`config.mk`:
```
export PLATFORM = sky130hd
export DESIGN_NAME = midpoint_circle_rasterizer
export DESIGN_NICKNAME = d
export VERILOG_FILES = /design/src/rtl/core/mcr_pkg.sv /design/src/rtl/core/mcr_fifo.sv /design/src/rtl/core/mcr_stepper.sv /design/src/rtl/core/mcr_emitter.sv /design/src/rtl/core/midpoint_circle_rasterizer.sv
export SDC_FILE = /design/constraint.sdc
export NUM_CORES = 1
export LEC_CHECK = 0
export ABC_AREA = 1
export BUFFER_PORTS_ARGS = -buffer_cell sky130_fd_sc_hd__buf_4
export CAP_MARGIN = 30
export CORE_MARGIN = 2
export CORE_UTILIZATION = 60
export CTS_CLUSTER_DIAMETER = 30
export CTS_CLUSTER_SIZE = 12
export DETAILED_ROUTE_END_ITERATION = 8
export PLACE_DENSITY = 0.79
export SLEW_MARGIN = 0
export SYNTH_ARGS = -nofsm -noshare
export SYNTH_HDL_FRONTEND = slang
export SYNTH_SLANG_ARGS = --single-unit
```
`constraint.sdc`:
```
create_clock -name clock -period 5.5 [get_ports clock]
set_clock_uncertainty 0.1 [all_clocks]
set_input_delay 0.275 -clock clock [delete_from_list [all_inputs] [get_ports clock]]
set_output_delay 0.275 -clock clock [all_outputs]
set_load 0.05 [all_outputs]
```
`src/rtl/core/mcr_pkg.sv`:
```
// Shared constants and helpers for the midpoint circle rasterizer.
`timescale 1ns / 1ps
`default_nettype none

package mcr_pkg;

   localparam int DEFAULT_MAX_RADIUS = 1023;
   localparam int DEFAULT_COORD_BITS = 16;

   localparam int PORT_COORD_BITS = 16;
   localparam int COLOR_BITS      = 16;
   localparam int RADIUS_BITS     = 10;

   localparam int QUEUE_DEPTH = 2;

   // decision update constants
   localparam int DEC_INIT     = 3;
   localparam int DEC_STEP     = 4;
   localparam int DEC_INC_DIAG = 10;
   localparam int DEC_INC_AXIS = 6;

   // result index within a set
   localparam int SET_IDX_BITS = 3;
   localparam logic [SET_IDX_BITS-1:0] OUTLINE_LAST = 3'd7;
   localparam logic [SET_IDX_BITS-1:0] FILL_LAST    = 3'd3;

   typedef enum logic {
      OP_START   = 1'b0,
      OP_ADVANCE = 1'b1
   } op_type;

   // signed offset width: radius bits plus sign
   function automatic int ofs_bits(input int max_radius);
      ofs_bits = $clog2(max_radius + 1) + 1;
   endfunction

   // decision value stays within three bits above the offset width
   function automatic int dec_bits(input int max_radius);
      dec_bits = ofs_bits(max_radius) + 3;
   endfunction

   function automatic int desc_bits(input int max_radius, input int coord_bits);
      desc_bits = 2 * coord_bits + 2 * ofs_bits(max_radius) + COLOR_BITS + 2;
   endfunction

endpackage

`default_nettype wire

```
`src/rtl/core/mcr_fifo.sv`:
```
// Small register queue between the step unit and the set emitter.
`timescale 1ns / 1ps
`default_nettype none

module mcr_fifo #(
   parameter int WIDTH = 8,
   parameter int DEPTH = 2
) (
   input  wire logic             clock,
   input  wire logic             reset,
   input  wire logic             push,
   input  wire logic [WIDTH-1:0] push_data,
   output logic                  full,
   input  wire logic             pop,
   output logic [WIDTH-1:0]      pop_data,
   output logic                  empty
);

   localparam int PTR_BITS = $clog2(DEPTH);
   localparam int CNT_BITS = $clog2(DEPTH + 1);
   localparam logic [PTR_BITS-1:0] PTR_LAST = PTR_BITS'(DEPTH - 1);
   localparam logic [CNT_BITS-1:0] CNT_FULL = CNT_BITS'(DEPTH);

   logic [WIDTH-1:0]    entry_ff [DEPTH];
   logic [PTR_BITS-1:0] wr_ptr_ff, wr_ptr_in;
   logic [PTR_BITS-1:0] rd_ptr_ff, rd_ptr_in;
   logic [CNT_BITS-1:0] count_ff, count_in;
   logic                do_push, do_pop;

   assign full     = (count_ff == CNT_FULL);
   assign empty    = (count_ff == '0);
   assign pop_data = entry_ff[rd_ptr_ff];
   assign do_push  = push && !full;
   assign do_pop   = pop && !empty;

   always_comb begin
      wr_ptr_in = wr_ptr_ff;
      rd_ptr_in = rd_ptr_ff;
      count_in  = count_ff;
      if (do_push) begin
         wr_ptr_in = (wr_ptr_ff == PTR_LAST) ? '0 : wr_ptr_ff + PTR_BITS'(1);
      end
      if (do_pop) begin
         rd_ptr_in = (rd_ptr_ff == PTR_LAST) ? '0 : rd_ptr_ff + PTR_BITS'(1);
      end
      if (do_push && !do_pop) begin
         count_in = count_ff + CNT_BITS'(1);
      end else if (do_pop && !do_push) begin
         count_in = count_ff - CNT_BITS'(1);
      end
   end

   always_ff @(posedge clock) begin
      if (reset) begin
         wr_ptr_ff <= '0;
         rd_ptr_ff <= '0;
         count_ff  <= '0;
      end else begin
         wr_ptr_ff <= wr_ptr_in;
         rd_ptr_ff <= rd_ptr_in;
         count_ff  <= count_in;
      end
   end

   always_ff @(posedge clock) begin
      if (do_push) begin
         entry_ff[wr_ptr_ff] <= push_data;
      end
   end

endmodule

`default_nettype wire

```
`src/rtl/core/mcr_stepper.sv`:
```
// Front end: takes start/advance beats, runs the midpoint iteration, queues one set.
`timescale 1ns / 1ps
`default_nettype none

module mcr_stepper import mcr_pkg::*; #(
   parameter int MAX_RADIUS = DEFAULT_MAX_RADIUS,
   parameter int COORD_BITS = DEFAULT_COORD_BITS,
   parameter int DESC_BITS  = desc_bits(MAX_RADIUS, COORD_BITS)
) (
   input  wire logic                       clock,
   input  wire logic                       reset,
   input  wire logic                       req_push,
   input  wire logic                       queue_full,
   input  wire logic                       req_operation,
   input  wire logic [PORT_COORD_BITS-1:0] req_center_x,
   input  wire logic [PORT_COORD_BITS-1:0] req_center_y,
   input  wire logic [RADIUS_BITS-1:0]     req_radius,
   input  wire logic [COLOR_BITS-1:0]      req_color,
   input  wire logic                       req_filled,
   output logic                            set_push,
   output logic [DESC_BITS-1:0]            set_desc
);

   localparam int OFS_BITS = ofs_bits(MAX_RADIUS);
   localparam int RAD_BITS = OFS_BITS - 1;
   localparam int DEC_BITS = dec_bits(MAX_RADIUS);

   typedef struct packed {
      logic [COORD_BITS-1:0]      cx;
      logic [COORD_BITS-1:0]      cy;
      logic signed [OFS_BITS-1:0] a;
      logic signed [OFS_BITS-1:0] b;
      logic [COLOR_BITS-1:0]      color;
      logic                       fill;
      logic                       done;
   } desc_type;

   logic signed [OFS_BITS-1:0] a_ff, a_in;
   logic signed [OFS_BITS-1:0] b_ff, b_in;
   logic signed [DEC_BITS-1:0] dec_ff, dec_in;
   logic [COORD_BITS-1:0]      cx_ff, cx_in;
   logic [COORD_BITS-1:0]      cy_ff, cy_in;
   logic [COLOR_BITS-1:0]      color_ff, color_in;
   logic                       fill_ff, fill_in;
   logic                       active_ff, active_in;

   logic                       accept, is_start;
   logic [RAD_BITS-1:0]        r_sat;
   logic signed [OFS_BITS-1:0] a_step, b_step;
   logic signed [OFS_BITS:0]   diff;
   logic signed [DEC_BITS-1:0] dec_step;
   logic                       dec_pos, done;
   desc_type                   desc;

   assign accept   = req_push && !queue_full;
   assign is_start = (req_operation == OP_START);

   assign r_sat = (32'(req_radius) > 32'(MAX_RADIUS)) ? RAD_BITS'(MAX_RADIUS)
                                                      : RAD_BITS'(req_radius);

   // one midpoint iteration from the held state
   assign dec_pos = !dec_ff[DEC_BITS-1] && (dec_ff != '0);
   assign a_step  = a_ff + OFS_BITS'(1);
   assign b_step  = dec_pos ? b_ff - OFS_BITS'(1) : b_ff;
   assign diff    = (OFS_BITS+1)'(a_step) - (OFS_BITS+1)'(b_step);
   assign dec_step = dec_pos
      ? dec_ff + DEC_BITS'(DEC_BITS'(diff) * DEC_BITS'(DEC_STEP)) + DEC_BITS'(DEC_INC_DIAG)
      : dec_ff + DEC_BITS'(DEC_BITS'(a_step) * DEC_BITS'(DEC_STEP)) + DEC_BITS'(DEC_INC_AXIS);

   always_comb begin
      a_in      = a_ff;
      b_in      = b_ff;
      dec_in    = dec_ff;
      cx_in     = cx_ff;
      cy_in     = cy_ff;
      color_in  = color_ff;
      fill_in   = fill_ff;
      if (is_start) begin
         a_in     = '0;
         b_in     = OFS_BITS'(r_sat);
         dec_in   = DEC_BITS'(DEC_INIT) - DEC_BITS'({r_sat, 1'b0});
         cx_in    = COORD_BITS'(req_center_x);
         cy_in    = COORD_BITS'(req_center_y);
         color_in = req_color;
         fill_in  = req_filled;
      end else begin
         a_in   = a_step;
         b_in   = b_step;
         dec_in = dec_step;
      end
   end

   assign done      = (b_in < a_in);
   assign set_push  = accept && (is_start || active_ff);
   assign active_in = !done;

   assign desc.cx    = cx_in;
   assign desc.cy    = cy_in;
   assign desc.a     = a_in;
   assign desc.b     = b_in;
   assign desc.color = color_in;
   assign desc.fill  = fill_in;
   assign desc.done  = done;
   assign set_desc   = desc;

   always_ff @(posedge clock) begin
      if (reset) begin
         active_ff <= 1'b0;
      end else if (set_push) begin
         active_ff <= active_in;
      end
   end

   always_ff @(posedge clock) begin
      if (set_push) begin
         a_ff     <= a_in;
         b_ff     <= b_in;
         dec_ff   <= dec_in;
         cx_ff    <= cx_in;
         cy_ff    <= cy_in;
         color_ff <= color_in;
         fill_ff  <= fill_in;
      end
   end

endmodule

`default_nettype wire

```
`src/rtl/core/mcr_emitter.sv`:
```
// Back end: expands one queued set into points or spans, one beat per cycle unless the output is held.
`timescale 1ns / 1ps
`default_nettype none

module mcr_emitter import mcr_pkg::*; #(
   parameter int MAX_RADIUS = DEFAULT_MAX_RADIUS,
   parameter int COORD_BITS = DEFAULT_COORD_BITS,
   parameter int DESC_BITS  = desc_bits(MAX_RADIUS, COORD_BITS)
) (
   input  wire logic                  clock,
   input  wire logic                  reset,
   input  wire logic                  queue_empty,
   input  wire logic [DESC_BITS-1:0]  queue_desc,
   output logic                       queue_pop,
   output logic                       rsp_empty,
   input  wire logic                  rsp_pop,
   output logic [PORT_COORD_BITS-1:0] rsp_x_start,
   output logic [PORT_COORD_BITS-1:0] rsp_x_end,
   output logic [PORT_COORD_BITS-1:0] rsp_row,
   output logic [COLOR_BITS-1:0]      rsp_pixel_color,
   output logic                       rsp_last_of_set,
   output logic                       rsp_finished
);

   localparam int OFS_BITS = ofs_bits(MAX_RADIUS);

   typedef struct packed {
      logic [COORD_BITS-1:0]      cx;
      logic [COORD_BITS-1:0]      cy;
      logic signed [OFS_BITS-1:0] a;
      logic signed [OFS_BITS-1:0] b;
      logic [COLOR_BITS-1:0]      color;
      logic                       fill;
      logic                       done;
   } desc_type;

   desc_type                work_ff, work_in;
   logic                    work_valid_ff, work_valid_in;
   logic [SET_IDX_BITS-1:0] idx_ff, idx_in;
   logic                    out_valid_ff, out_valid_in;
   logic [COORD_BITS-1:0]   xs_ff, xs_in;
   logic [COORD_BITS-1:0]   xe_ff, xe_in;
   logic [COORD_BITS-1:0]   row_ff, row_in;
   logic [COLOR_BITS-1:0]   color_ff;
   logic                    last_ff, last_in;
   logic                    fin_ff;

   logic                       out_ready, advance, load;
   logic                       swap, x_neg, y_neg;
   logic signed [OFS_BITS-1:0] h_ofs, v_ofs;
   logic [COORD_BITS-1:0]      hc, vc, x_plus, x_minus;

   assign out_ready = !out_valid_ff || rsp_pop;
   assign advance   = work_valid_ff && out_ready;
   assign last_in   = work_ff.fill ? (idx_ff == FILL_LAST) : (idx_ff == OUTLINE_LAST);
   assign load      = !work_valid_ff || (advance && last_in);
   assign queue_pop = load && !queue_empty;

   // point/span geometry for the current index
   assign swap  = work_ff.fill ? idx_ff[0] : idx_ff[2];
   assign x_neg = idx_ff[0];
   assign y_neg = idx_ff[1];
   assign h_ofs = swap ? work_ff.b : work_ff.a;
   assign v_ofs = swap ? work_ff.a : work_ff.b;
   assign hc    = COORD_BITS'(h_ofs);
   assign vc    = COORD_BITS'(v_ofs);
   assign x_plus  = work_ff.cx + hc;
   assign x_minus = work_ff.cx - hc;
   assign row_in  = y_neg ? work_ff.cy - vc : work_ff.cy + vc;

   always_comb begin
      if (work_ff.fill) begin
         xs_in = x_minus;
         xe_in = x_plus;
      end else begin
         xs_in = x_neg ? x_minus : x_plus;
         xe_in = xs_in;
      end
   end

   always_comb begin
      work_in       = work_ff;
      work_valid_in = work_valid_ff;
      idx_in        = idx_ff;
      if (load) begin
         work_in       = queue_desc;
         work_valid_in = !queue_empty;
         idx_in        = '0;
      end else if (advance) begin
         idx_in = idx_ff + SET_IDX_BITS'(1);
      end
      if (advance) begin
         out_valid_in = 1'b1;
      end else if (rsp_pop) begin
         out_valid_in = 1'b0;
      end else begin
         out_valid_in = out_valid_ff;
      end
   end

   always_ff @(posedge clock) begin
      if (reset) begin
         work_valid_ff <= 1'b0;
         out_valid_ff  <= 1'b0;
         idx_ff        <= '0;
      end else begin
         work_valid_ff <= work_valid_in;
         out_valid_ff  <= out_valid_in;
         idx_ff        <= idx_in;
      end
   end

   always_ff @(posedge clock) begin
      work_ff <= work_in;
      if (advance) begin
         xs_ff    <= xs_in;
         xe_ff    <= xe_in;
         row_ff   <= row_in;
         color_ff <= work_ff.color;
         last_ff  <= last_in;
         fin_ff   <= work_ff.done;
      end
   end

   assign rsp_empty       = !out_valid_ff;
   assign rsp_x_start     = PORT_COORD_BITS'(xs_ff);
   assign rsp_x_end       = PORT_COORD_BITS'(xe_ff);
   assign rsp_row         = PORT_COORD_BITS'(row_ff);
   assign rsp_pixel_color = color_ff;
   assign rsp_last_of_set = last_ff;
   assign rsp_finished    = fin_ff;

endmodule

`default_nettype wire

```
`src/rtl/core/midpoint_circle_rasterizer.sv`:
```
// Midpoint circle rasterizer: stepper, set queue and point/span emitter.
// A beat's set is written to the queue, loaded into the emitter's work register, then registered at the output.
// Throughput: one result per cycle from the emitter's output register while rsp_pop keeps up; an outline
// set gives 8 results and a filled set 4; the step unit runs one iteration per beat.
// Advance beats with no circle in progress are accepted and produce nothing.
// Reset (synchronous) empties the queue and output and clears the in-progress flag.
`timescale 1ns / 1ps
`default_nettype none

module midpoint_circle_rasterizer import mcr_pkg::*; #(
   parameter int MAX_RADIUS = DEFAULT_MAX_RADIUS,
   parameter int COORD_BITS = DEFAULT_COORD_BITS
) (
   input  wire logic                       clock,
   input  wire logic                       reset,
   input  wire logic                       req_push,
   output logic                            req_full,
   input  wire logic                       req_operation,
   input  wire logic [PORT_COORD_BITS-1:0] req_center_x,
   input  wire logic [PORT_COORD_BITS-1:0] req_center_y,
   input  wire logic [RADIUS_BITS-1:0]     req_radius,
   input  wire logic [COLOR_BITS-1:0]      req_color,
   input  wire logic                       req_filled,
   output logic                            rsp_empty,
   input  wire logic                       rsp_pop,
   output logic [PORT_COORD_BITS-1:0]      rsp_x_start,
   output logic [PORT_COORD_BITS-1:0]      rsp_x_end,
   output logic [PORT_COORD_BITS-1:0]      rsp_row,
   output logic [COLOR_BITS-1:0]           rsp_pixel_color,
   output logic                            rsp_last_of_set,
   output logic                            rsp_finished
);

   localparam int DESC_BITS = desc_bits(MAX_RADIUS, COORD_BITS);

   logic                 set_push, queue_pop, queue_empty;
   logic [DESC_BITS-1:0] set_desc, queue_desc;

   mcr_stepper #(
      .MAX_RADIUS (MAX_RADIUS),
      .COORD_BITS (COORD_BITS),
      .DESC_BITS  (DESC_BITS)
   ) u_stepper (
      .clock         (clock),
      .reset         (reset),
      .req_push      (req_push),
      .queue_full    (req_full),
      .req_operation (req_operation),
      .req_center_x  (req_center_x),
      .req_center_y  (req_center_y),
      .req_radius    (req_radius),
      .req_color     (req_color),
      .req_filled    (req_filled),
      .set_push      (set_push),
      .set_desc      (set_desc)
   );

   mcr_fifo #(
      .WIDTH (DESC_BITS),
      .DEPTH (QUEUE_DEPTH)
   ) u_queue (
      .clock     (clock),
      .reset     (reset),
      .push      (set_push),
      .push_data (set_desc),
      .full      (req_full),
      .pop       (queue_pop),
      .pop_data  (queue_desc),
      .empty     (queue_empty)
   );

   mcr_emitter #(
      .MAX_RADIUS (MAX_RADIUS),
      .COORD_BITS (COORD_BITS),
      .DESC_BITS  (DESC_BITS)
   ) u_emitter (
      .clock           (clock),
      .reset           (reset),
      .queue_empty     (queue_empty),
      .queue_desc      (queue_desc),
      .queue_pop       (queue_pop),
      .rsp_empty       (rsp_empty),
      .rsp_pop         (rsp_pop),
      .rsp_x_start     (rsp_x_start),
      .rsp_x_end       (rsp_x_end),
      .rsp_row         (rsp_row),
      .rsp_pixel_color (rsp_pixel_color),
      .rsp_last_of_set (rsp_last_of_set),
      .rsp_finished    (rsp_finished)
   );

endmodule

`default_nettype wire
```
==> impl_results.md, run 1 <==
* Status: completed
* Total global-route track usage at 0.291
* Slowest CP cell: edfxtp_1
* CTS max path bufs at 3
* Post-DP HPWL at 28600 µm
* Ports at 132
* Synth warn at 0
* Vias in the first global route at 14554
* Max Slew Vio Count at 0
* Reg power frac at 0.287
* CP most frequent cell: nand3_1
* DR DRC count at 0
* Synthesized net count at 2111
* Syn_area_per_cell at 9.95 µm²
* Post-synthesis xor/xnor area fraction at 0.0311
* Pleak at 10.4 nW
* Worst Hold Launch: req_radius[4]
* Post-route ant nets at 0
* Final WS setup at 0.981 ns
* Internal Power at 0.00965 W
* Detailed Routing Iterations Pass 1 at 5
* Initial antenna violation count at 0
* Sw Share at 0.410
* TNS Setup at 0 ns
* Pwr dens at 690 mW/mm²
* Total congestion overflow at 0
* Unrepaired setup endpoints after global routing: no
* Cell Area, Placed at 0.0205 mm²
* Met1 GRT Util at 0.346
* DRT iter0 DRCs at 1264
* Worst-Skew Late Latency at 0.60 ns
* Vias at 14546
* Resized cells post-CTS at 0
* Reg2reg path depth at 25
* Worst Hold End: u_stepper.dec_ff[5]
* Die Ht at 183 µm
* Initial core utilization at 0.608
* Routing usage on met2 at 0.515
* Synth async-reset ratio at 0
* Ys flop type: edfxtp_1
* Clock network fraction of total power at 0.286
* Routability congestion estimate from global placement at 0.913
* Fmax at 221 MHz
* Final hold vios at 0
* Synth unique cells at 49
* Crit path max fanout at 13
* Rel. slew slack at 0.363
* CTS tree: built
* R2r startpoint: u_stepper.dec_ff[13]
* Fin area at 0.0237 mm²
* # clock sinks at 375
* Post-synthesis adder-cell area fraction at 0.0828
* Post-Syn Area at 0.0191 mm²
* Mux contribution to synthesized area at 0
* Synth Area in Simple Gates at 0.182
* Place WS at 1.04 ns
* Ratio of cells with drive above 1 in the final layout at 0.135
* Htree depth at 3
* Sw power at 0.00671 W
* WL final at 48100 µm
* Core Rows at 65
* Layout area overhead at 23.9%
* R2r endpoint: u_stepper.dec_ff[13]
* Critical Path Source Type: register
* Worst-case vdd ir drop at 0.374 mV
* Slowest Stage Delay on Critical Path at 0.38 ns
* Reg clk slew, reported paths at 0.04 ns
* Critical path class: register to register
* Hold depth at 3
* Drt via density at 5.60
* Post-layout util at 0.753
* Worst min path class: input pin to register
* Die width at 183 µm
* Total power at 0.0164 W
* Max cap viols at 0
* Clock root cell: clkbuf_16
* Antenna diode count at 0
* Final Setup Violations at 0
* Synth Area in Compound Gates at 0.0733
* Yosys reg bits at 375
* Core Footprint at 0.0315 mm²
* Worst slew pin tran at 0.956 ns
* Worst path arrival time at 4.74 ns
* Comb power frac at 0.426
* Largest family of logic cells by synthesized area: simple AND/OR/NAND/NOR gates
* WP data required at 5.72 ns
* GR peak layer: met2
* Largest net degree at the start of global routing at 76
* Routed WL per cell at 18.5 µm
* Final net count at 2327
* CP endpoint kind: register
* IO Port Bufs at 131
* Reg-to-reg slack, setup at 0.98 ns
* Period utilisation layout at 0.822
* Crit path time final at 4.52 ns
* DIE AREA at 0.0333 mm²
* Clock buffer count from CTS at 69
* Sequential-to-total area share from yosys stat at 0.583
* Post-synth EDFFs at 365
* First-pass GRT wire length at 75400 µm
* Syn Inst Count at 1924
* Met3 Usage GRT at 0.0583
==> worst max-delay path by stage <==
stage | startpoint | depth (start not counted) | endpoint
after CTS | u_stepper.dec_ff[13] | 25 | u_stepper.dec_ff[13]
after global placement | u_stepper.dec_ff[13] | 25 | u_stepper.dec_ff[13]
after floorplan | u_queue.count_ff[0] | 5 | u_queue.entry_ff[1][0]
final | u_stepper.dec_ff[13] | 25 | u_stepper.dec_ff[13]
after detailed placement | u_stepper.dec_ff[13] | 25 | u_stepper.dec_ff[13]
after global routing | u_stepper.dec_ff[13] | 26 | u_stepper.dec_ff[13]
==> cells in the mapped netlist (8+ instances only) <==
master,n,area [µm²]
inv_1,174,653
xnor2_1,14,123
or2_2,10,62.6
nand3_1,79,395
o21ai_1,9,45.0
dfxtp_1,10,200
nand4_1,10,62.6
a21oi_1,97,485
xor2_1,54,473
o21ai_0,85,425
nor3_1,9,45.0
ha_1,117,1460
o21a_1,8,60.1
buf_1,8,30.0
a21o_1,8,60.1
nor2_1,90,338
edfxtp_1,365,11000
clkbuf_1,40,150
nand2_1,663,2490
==> kinds of logic after synthesis <==
family          after synthesis
simple gates                874
flops                       375
compound gates              248
buf+inv                     236
fa+ha+maj                   123
xor+xnor                     68
==> sequential cells by signal, summed over array words and instances (netlist names), 16 cells and up <==
| name | flops |
|---|---|
| u_emitter.rsp_x_end | 16 |
| u_stepper.color_ff | 16 |
| u_emitter.work_ff | 72 |
| u_stepper.cy_ff | 16 |
| u_stepper.cx_ff | 16 |
| u_emitter.rsp_row | 16 |
| u_emitter.rsp_pixel_color | 16 |
| u_queue.entry_ff | 144 |
==> power groups by stage <==
| stage | Clock (W) | Sequential (W) | Combinational [W] |
|---|---|---|---|
| finish | 0.00469 | 0.00470 | 0.00697 |
| global route | 0.00485 | 0.00477 | 0.00775 |
| CTS | 0.00468 | 0.00468 | 0.00690 |
| detailed placement | 0 | 0.00471 | 0.00677 |
| global placement | 0 | 0.00467 | 0.00663 |
| floorplan | 0 | 0.00542 | 0.00433 |
==> routing by layer <==
metal  up-vias  routed length (µm)
met5         -                   0
met4         0                1690
met3       123                3510
met2       659               24600
met1      6826               18300
li1       6938                   -
==> metrics by stage <==
step	hold WS (ns)	std cells
after floorplan	0.300	1924
after global placement	0.301	2414
after detailed placement	0.305	2414
after CTS	0.00180	2597
after global routing	0.0248	2598
final	0.0265	2598
==> worst max-delay path, delay by kind of cell, from the launching register on <==
kind	cells	cell delay, ns
adders and majority gates	3	0.91
DFF	1	0.38
xor gates and xnor gates	2	0.44
buffers and inverters	5	0.63
and+or+nand+nor	10	0.87
AOI/OAI and AO/OA	5	0.92
==> what timing repair did <==
| action | in CTS | in global routing |
|---|---|---|
| setup buffers | 0 | 0 |
| hold buffers | 56 | 0 |
| hold endpoints to repair | 161 | 0 |
==> placed cells by master (no fill, tap or decap), types with 7 or more instances in the layout <==
| cell type | synthesis | final |
|---|---|---|
| a21o_1 | 8 | 8 |
| a21oi_1 | 97 | 97 |
| a31oi_1 | 7 | 7 |
| buf_4 | 1 | 145 |
| bufinv_16 | 0 | 14 |
| clkbuf_16 | 0 | 69 |
| dfxtp_1 | 10 | 9 |
| dlygate4sd3_1 | 0 | 56 |
| edfxtp_1 | 365 | 365 |
| ha_1 | 117 | 117 |
| inv_1 | 174 | 172 |
| inv_6 | 0 | 9 |
| nand2_1 | 663 | 663 |
| nand3_1 | 79 | 79 |
| nand4_1 | 10 | 10 |
| nor2_1 | 90 | 88 |
| nor3_1 | 9 | 9 |
| o21a_1 | 8 | 7 |
| o21ai_0 | 85 | 85 |
| o21ai_1 | 9 | 9 |
| o21bai_1 | 7 | 7 |
| or2_2 | 10 | 10 |
| xnor2_1 | 14 | 14 |
| xor2_1 | 54 | 54 |
==> final cells by class <==
cell class / count / area, µm²
Sequential cell: 375 / 11200
Fill cell: 1940 / 7770
Inverter: 178 / 668
Clock inverter: 52 / 842
Multi-Input combinational cell: 1313 / 7090
Timing Repair Buffer: 203 / 1690
Tap cell: 402 / 503
Clock buffer: 75 / 1750
Power figures use the tool's default switching activity.
==> inputs of run 2 (changes only) <==
==> constraint.sdc (replaced) <==
create_clock -name clock -period 4.7 [get_ports clock]
set_clock_uncertainty 0.1 [all_clocks]
set_input_delay 0.235 -clock clock [delete_from_list [all_inputs] [get_ports clock]]
set_output_delay 0.235 -clock clock [all_outputs]
set_load 0.05 [all_outputs]
==> run 2 against run 1 <==
Sequential power grew 17%. Largest power group unchanged. Combinational power grew 17%. Sequential share of layout area grew 0.55 points. Critical path type unchanged. Highest routed layer is now met5. Utilization shrank 0.87 points. Setup slack lost 0.70 ns. Power grew 13%. Critical path depth grew 2. Cell count grew 0.12%.
==> impl_results.md, run 2 (synthesis gave the netlist of run 1 again) <==
* Pleak at 10.3 nW
* Largest register FFs at 144
* First-pass GRT wire length at 74100 µm
* Core Rows at 65
* Core Footprint at 0.0315 mm²
* CP most frequent cell: nand2_1
* Fin area at 0.0234 mm²
* Max cap viols at 0
* Critical Path Source Type: register
* Reg with most FFs: u_queue.entry_ff
* DR DRC count at 0
* Top flop regs: u_queue.entry_ff (144), u_emitter.work_ff (72)
* IO Port Bufs at 131
* Worst Hold End: u_stepper.dec_ff[9]
* Vias at 14638
* WP data required at 4.91 ns
* Final net count at 2332
* Critical path class: register to register
* Total congestion overflow at 0
* Slowest CP cell: edfxtp_1
* # clock sinks at 375
* R2r endpoint: u_stepper.dec_ff[13]
* Pwr dens at 787 mW/mm²
* Worst slew pin tran at 0.977 ns
* CP endpoint kind: register
* Slowest Stage Delay on Critical Path at 0.45 ns
* Area of the multi-input gates at 0.00710 mm²
* Layout area overhead at 22.4%
* Ports at 132
* Cell Area, Placed at 0.0206 mm²
* Ratio of cells with drive above 1 in the final layout at 0.136
* Worst Hold Launch: req_radius[7]
* Post-DP HPWL at 29000 µm
* CTS tree: built
* Status: completed
* Worst-case vdd ir drop at 0.451 mV
* CTS max path bufs at 3
* Most common cell after layout, fill and taps aside: nand2_1
* Worst path arrival time at 4.63 ns
* Htree depth at 3
* Reg-to-reg slack, setup at 0.28 ns
* Inst Count DP at 2419
* Initial antenna violation count at 1
* Final Setup Violations at 0
* Worst-Skew Late Latency at 0.58 ns
* Min Hold Slack at 0.0835 ns
* WL final at 47100 µm
* Vias in the first global route at 14553
* Finished Layout Cells at 2601
* Rel. slew slack at 0.347
* Detailed Routing Iterations Pass 1 at 5
* Register area at 0.0112 mm²
* FILL cells at 1993
* Reg2reg path depth at 27
* DIE AREA at 0.0333 mm²
* Largest net degree at the start of global routing at 76
* Hold depth at 5
* Antenna diode count at 0
* Reg clk slew, reported paths at 0.04 ns
* Worst min path class: input pin to register
* Fmax at 226 MHz
* Initial core utilization at 0.608
* Routability congestion estimate from global placement at 0.875
* Most frequent cells in the layout: 663 x nand2_1, 365 x edfxtp_1, 172 x inv_1, 150 x buf_4, 117 x ha_1
* R2r startpoint: u_stepper.a_ff[0]
* Total global-route track usage at 0.284
* Die width at 183 µm
* Post-route ant nets at 0
* Period utilisation layout at 0.940
* Die Ht at 183 µm
* Clock root cell: clkbuf_16
* Clock buffer count from CTS at 68
* Max Slew Vio Count at 0
* Crit path max fanout at 6
* DRT iter0 DRCs at 1430
* Routed WL per cell at 18.1 µm
* Final hold vios at 0
* Drt via density at 5.63
* Crit path time final at 4.42 ns
==> run 2: changes by cell type in the layout (fill, tap and decap cells not counted), moves of 2 or more <==
cell	previous run	this run
bufinv_16	14	4
inv_6	9	12
clkinvlp_4	6	12
clkinv_16	5	1
buf_4	145	150
clkinv_1	3	5
==> run 2: layer usage <==
layer,vias up,wire (µm),global-route usage
li1,6953,-,-
met1,6877,18900,0.355
met2,662,23200,0.488
met3,144,3160,0.0457
met4,2,1810,0.128
met5,-,18,0
==> run 2: power by group <==
group	switching, W	internal [W]
combinational	0.00549	0.00267
clock	0.00182	0.00298
sequential	0.000399	0.00508
total	0.00771	0.0107
==> run 2: worst max-delay path by stage <==
stage                              startpoint                      to  slack, ns  cells after the start
after global placement      u_stepper.a_ff[0]    u_stepper.dec_ff[13]       0.48                     26
after CTS                   u_stepper.a_ff[0]    u_stepper.dec_ff[13]       0.22                     26
after floorplan           u_queue.count_ff[0]  u_queue.entry_ff[1][0]       0.07                      5
after global routing        u_stepper.a_ff[0]    u_stepper.dec_ff[13]      -0.05                     27
final                       u_stepper.a_ff[0]    u_stepper.dec_ff[13]       0.28                     27
after detailed placement    u_stepper.a_ff[0]    u_stepper.dec_ff[13]       0.29                     26
==> run 2: area by class of cell <==
class | instances | share of cell area
Clock buffer | 74 | 0.0745
Clock inverter | 50 | 0.0219
Inverter | 178 | 0.0285
Multi-Input combinational cell | 1313 | 0.303
Sequential cell | 375 | 0.476
Tap cell | 402 | 0.0215
Timing Repair Buffer | 209 | 0.0741
==> run 2: metrics by stage <==
step                      utilization  setup slack (ns)  TNS [ns]  power [W]
after global routing            0.744           -0.0547   -0.0547     0.0196
final                           0.744             0.282         0     0.0184
after CTS                       0.744             0.216         0     0.0183
after floorplan                     -            0.0670         0     0.0114
after global placement          0.654             0.485         0     0.0133
after detailed placement        0.654             0.294         0     0.0134
==> run 2: worst max-delay path: cells and delay by family (launching register included) <==
| family | cells | cell delay [ns] |
|---|---|---|
| simple gates | 19 | 1.91 |
| fa+ha+maj | 4 | 1.25 |
| flops | 1 | 0.45 |
| xor+xnor | 1 | 0.19 |
| compound gates | 1 | 0.16 |
| buf+inv | 2 | 0.10 |
==> run 2: timing repair <==
action	CTS	global route
setup endpoints to repair	0	2
endpoints found under the hold margin	163	0
hold buffers	57	0
resized for setup	0	4
setup buffers	0	1
==> inputs of run 3 (changes only) <==
--- a/config.mk
+++ b/config.mk
@@ -17,4 +17,5 @@
 export SLEW_MARGIN = 0
 export SYNTH_ARGS = -nofsm -noshare
 export SYNTH_HDL_FRONTEND = slang
+export SYNTH_HIERARCHICAL = 1
 export SYNTH_SLANG_ARGS = --single-unit
==> run 3 against run 2 <==
Critical path depth unchanged. Via count rose by 1.8%. Utilization up 0.14 points. Clock power grew 12%. Setup slack better by 0.067 ns. Synthesized cell count increased by 2.0%. Design area increased by 6.5%. Highest routed layer is now met4.
==> impl_results.md, run 3 <==
* Status: completed
* Die width at 188 µm
* Final hold vios at 0
* Pleak at 11.1 nW
* FILL cells at 2142
* Pwr dens at 761 mW/mm²
* Max cap viols at 0
* Reg power frac at 0.286
* Routability congestion estimate from global placement at 0.901
* IO Port Bufs at 131
* Internal Power at 0.0112 W
* Post-route ant nets at 0
* Syn_area_per_cell at 10.4 µm²
* Area leader, netlist: edfxtp_1
* Comb power frac at 0.430
* Max Slew Vio Count at 0
* Final Setup Violations at 0
* Final net count at 2397
* Sw Share at 0.411
* Crit path max fanout at 6
* Largest register FFs at 144
* Most common cell after layout, fill and taps aside: nand2_1
* WP data required at 4.91 ns
* Clock buffer count from CTS at 74
* Final WS setup at 0.350 ns
* Synth async-reset ratio at 0
* DIE AREA at 0.0354 mm²
* Total global-route track usage at 0.288
* Reg clk slew, reported paths at 0.05 ns
* # clock sinks at 376
* Rel. slew slack at 0.401
* Most frequent cells in the layout: 564 x nand2_1, 365 x edfxtp_1, 225 x inv_1, 147 x buf_4, 126 x ha_1
* Ratio of cells with drive above 1 in the final layout at 0.176
* Slowest CP cell: edfxtp_1
* Critical Path Source Type: register
* CTS max path bufs at 3
* Ys flop type: edfxtp_1
* Sw power at 0.00780 W
* Cell with the most instances after synthesis: nand2_1
* CP top delay family: simple AND/OR/NAND/NOR gates
* Place WS at 0.350 ns
* Min Hold Slack at 0.0352 ns
* Initial antenna violation count at 0
* Post-synth EDFFs at 365
* First-pass GRT wire length at 79200 µm
* Fmax at 230 MHz
* Sequential-to-total area share from yosys stat at 0.549
* Worst min path class: input pin to register
* Inst Count DP at 2514
* Top flop regs: u_queue/entry_ff (144), u_emitter/work_ff (72)
* Post-Syn Area at 0.0204 mm²
* Synth warn at 6
* Synthesized net count at 2160
* Routed WL per cell at 18.8 µm
* Ports at 132
* Worst-case vdd ir drop at 0.490 mV
* Detailed Routing Iterations Pass 1 at 5
* Yosys reg bits at 376
* Vias in the first global route at 14910
* Buf/Inv on CP at 3
* Crit path time final at 4.35 ns
* Most frequent cells after synthesis: 564 x nand2_1, 365 x edfxtp_1, 228 x inv_1
* Worst slew pin tran at 0.899 ns
* Yosys top cell area share at 0.538
* Worst path arrival time at 4.56 ns
* Finished Layout Cells at 2707
* Total congestion overflow at 0
* Reg with most FFs: u_queue/entry_ff
* Critical path class: register to register
* CTS tree: built
* Post-DP HPWL at 32600 µm
* Core Rows at 67
* Vias at 14901
* Syn Inst Count at 1963
* Unrepaired setup endpoints after global routing: no
* DR DRC count at 0
* Core Footprint at 0.0334 mm²
* Largest net degree at the start of global routing at 68
* Clock root cell: clkbuf_16
* Worst-Skew Late Latency at 0.60 ns
* CP endpoint kind: register
* Antenna diode count at 0
* Htree depth at 3
* Period utilisation layout at 0.926
* Layout area overhead at 22.5%
* Drt via density at 5.50
* Clock network fraction of total power at 0.284
* Die Ht at 188 µm
* Synth top area cells: edfxtp_1 54%, nand2_1 10%, ha_1 7.8%
* Initial core utilization at 0.609
* Synth unique cells at 52
* WL final at 50900 µm
* Slowest Stage Delay on Critical Path at 0.44 ns
* DRT iter0 DRCs at 1161
## run 3: changes by cell type in the layout (fill, tap and decap cells not counted), sizes merged, moves of 15 or more
cell / before / now
mux2: 0 / 72
nor2: 92 / 115
nand3: 79 / 101
nand2: 666 / 582
a21oi: 98 / 83
inv: 193 / 243
## run 3: worst reg2reg max path, delay by kind of cell, from the launching register on
family	cells	cell delay, ns
AOI/OAI and AO/OA	2	0.37
xor gates and xnor gates	1	0.17
adders and majority gates	4	1.30
buffers and inverters	3	0.19
DFF	1	0.44
and+or+nand+nor	17	1.52
## run 3: metrics by stage
| stage | util | TNS [ns] | power, W | area (µm²) |
|---|---|---|---|---|
| final | 0.746 | 0 | 0.0190 | 24900 |
| after global routing | 0.746 | 0 | 0.0201 | 24900 |
| after CTS | 0.745 | 0 | 0.0189 | 24900 |
| after detailed placement | 0.651 | 0 | 0.0134 | 21800 |
| after global placement | 0.650 | 0 | 0.0132 | 21700 |
| after floorplan | - | -5.69 | 0.0113 | 20400 |
## run 3: power groups by stage
stage	logic, W	registers (W)	clock network, W
2_1_floorplan	0.00510	0.00625	0
3_3_place_gp	0.00777	0.00546	0
3_5_place_dp	0.00793	0.00545	0
4_1_cts	0.00806	0.00542	0.00540
5_1_grt	0.00901	0.00550	0.00559
6_report	0.00817	0.00544	0.00539
## run 3: layout make-up
class	instances	area, µm²	share of cell area
clock inverters	57	704	0.0282
well taps	448	561	0.0225
flip-flops and latches	376	11200	0.448
inverters	231	867	0.0348
multi-input cells	1309	8000	0.321
clock buffers	78	1870	0.0748
repair buffers	208	1760	0.0706
## run 3: final timing paths
check | from | end | slack [ns] | depth (start not counted)
max reg2reg | u_stepper/a_ff[0] | u_stepper/dec_ff[13] | 0.35 | 27
min reg2reg | u_emitter/work_ff[0] | u_emitter/rsp_finished | 0.32 | 0
min | req_radius[7] | u_stepper/dec_ff[8] | 0.04 | 4
max | u_stepper/a_ff[0] | u_stepper/dec_ff[13] | 0.35 | 27
## run 3: cell families after synthesis
family / synth area share
xor gates and xnor gates: 0.0241
AOI/OAI and AO/OA: 0.0524
muxes: 0.0527
buffers and inverters: 0.0600
adders and majority gates: 0.0839
and+or+nand+nor: 0.178
DFF: 0.549
## run 3: routing by layer
layer	vias up	track usage	part of all wire
met1	7039	0.363	0.40
met3	118	0.0466	0.065
met2	626	0.497	0.50
li1	7118	-	-
met5	-	0	0
met4	0	0.118	0.032
## run 3: what timing repair did
item / CTS / global route
setup endpoints to repair: 0 / 3
hold buffers: 57 / 0
setup buffers: 0 / 1
hold endpoints to repair: 169 / 0
gates resized for setup: 0 / 3
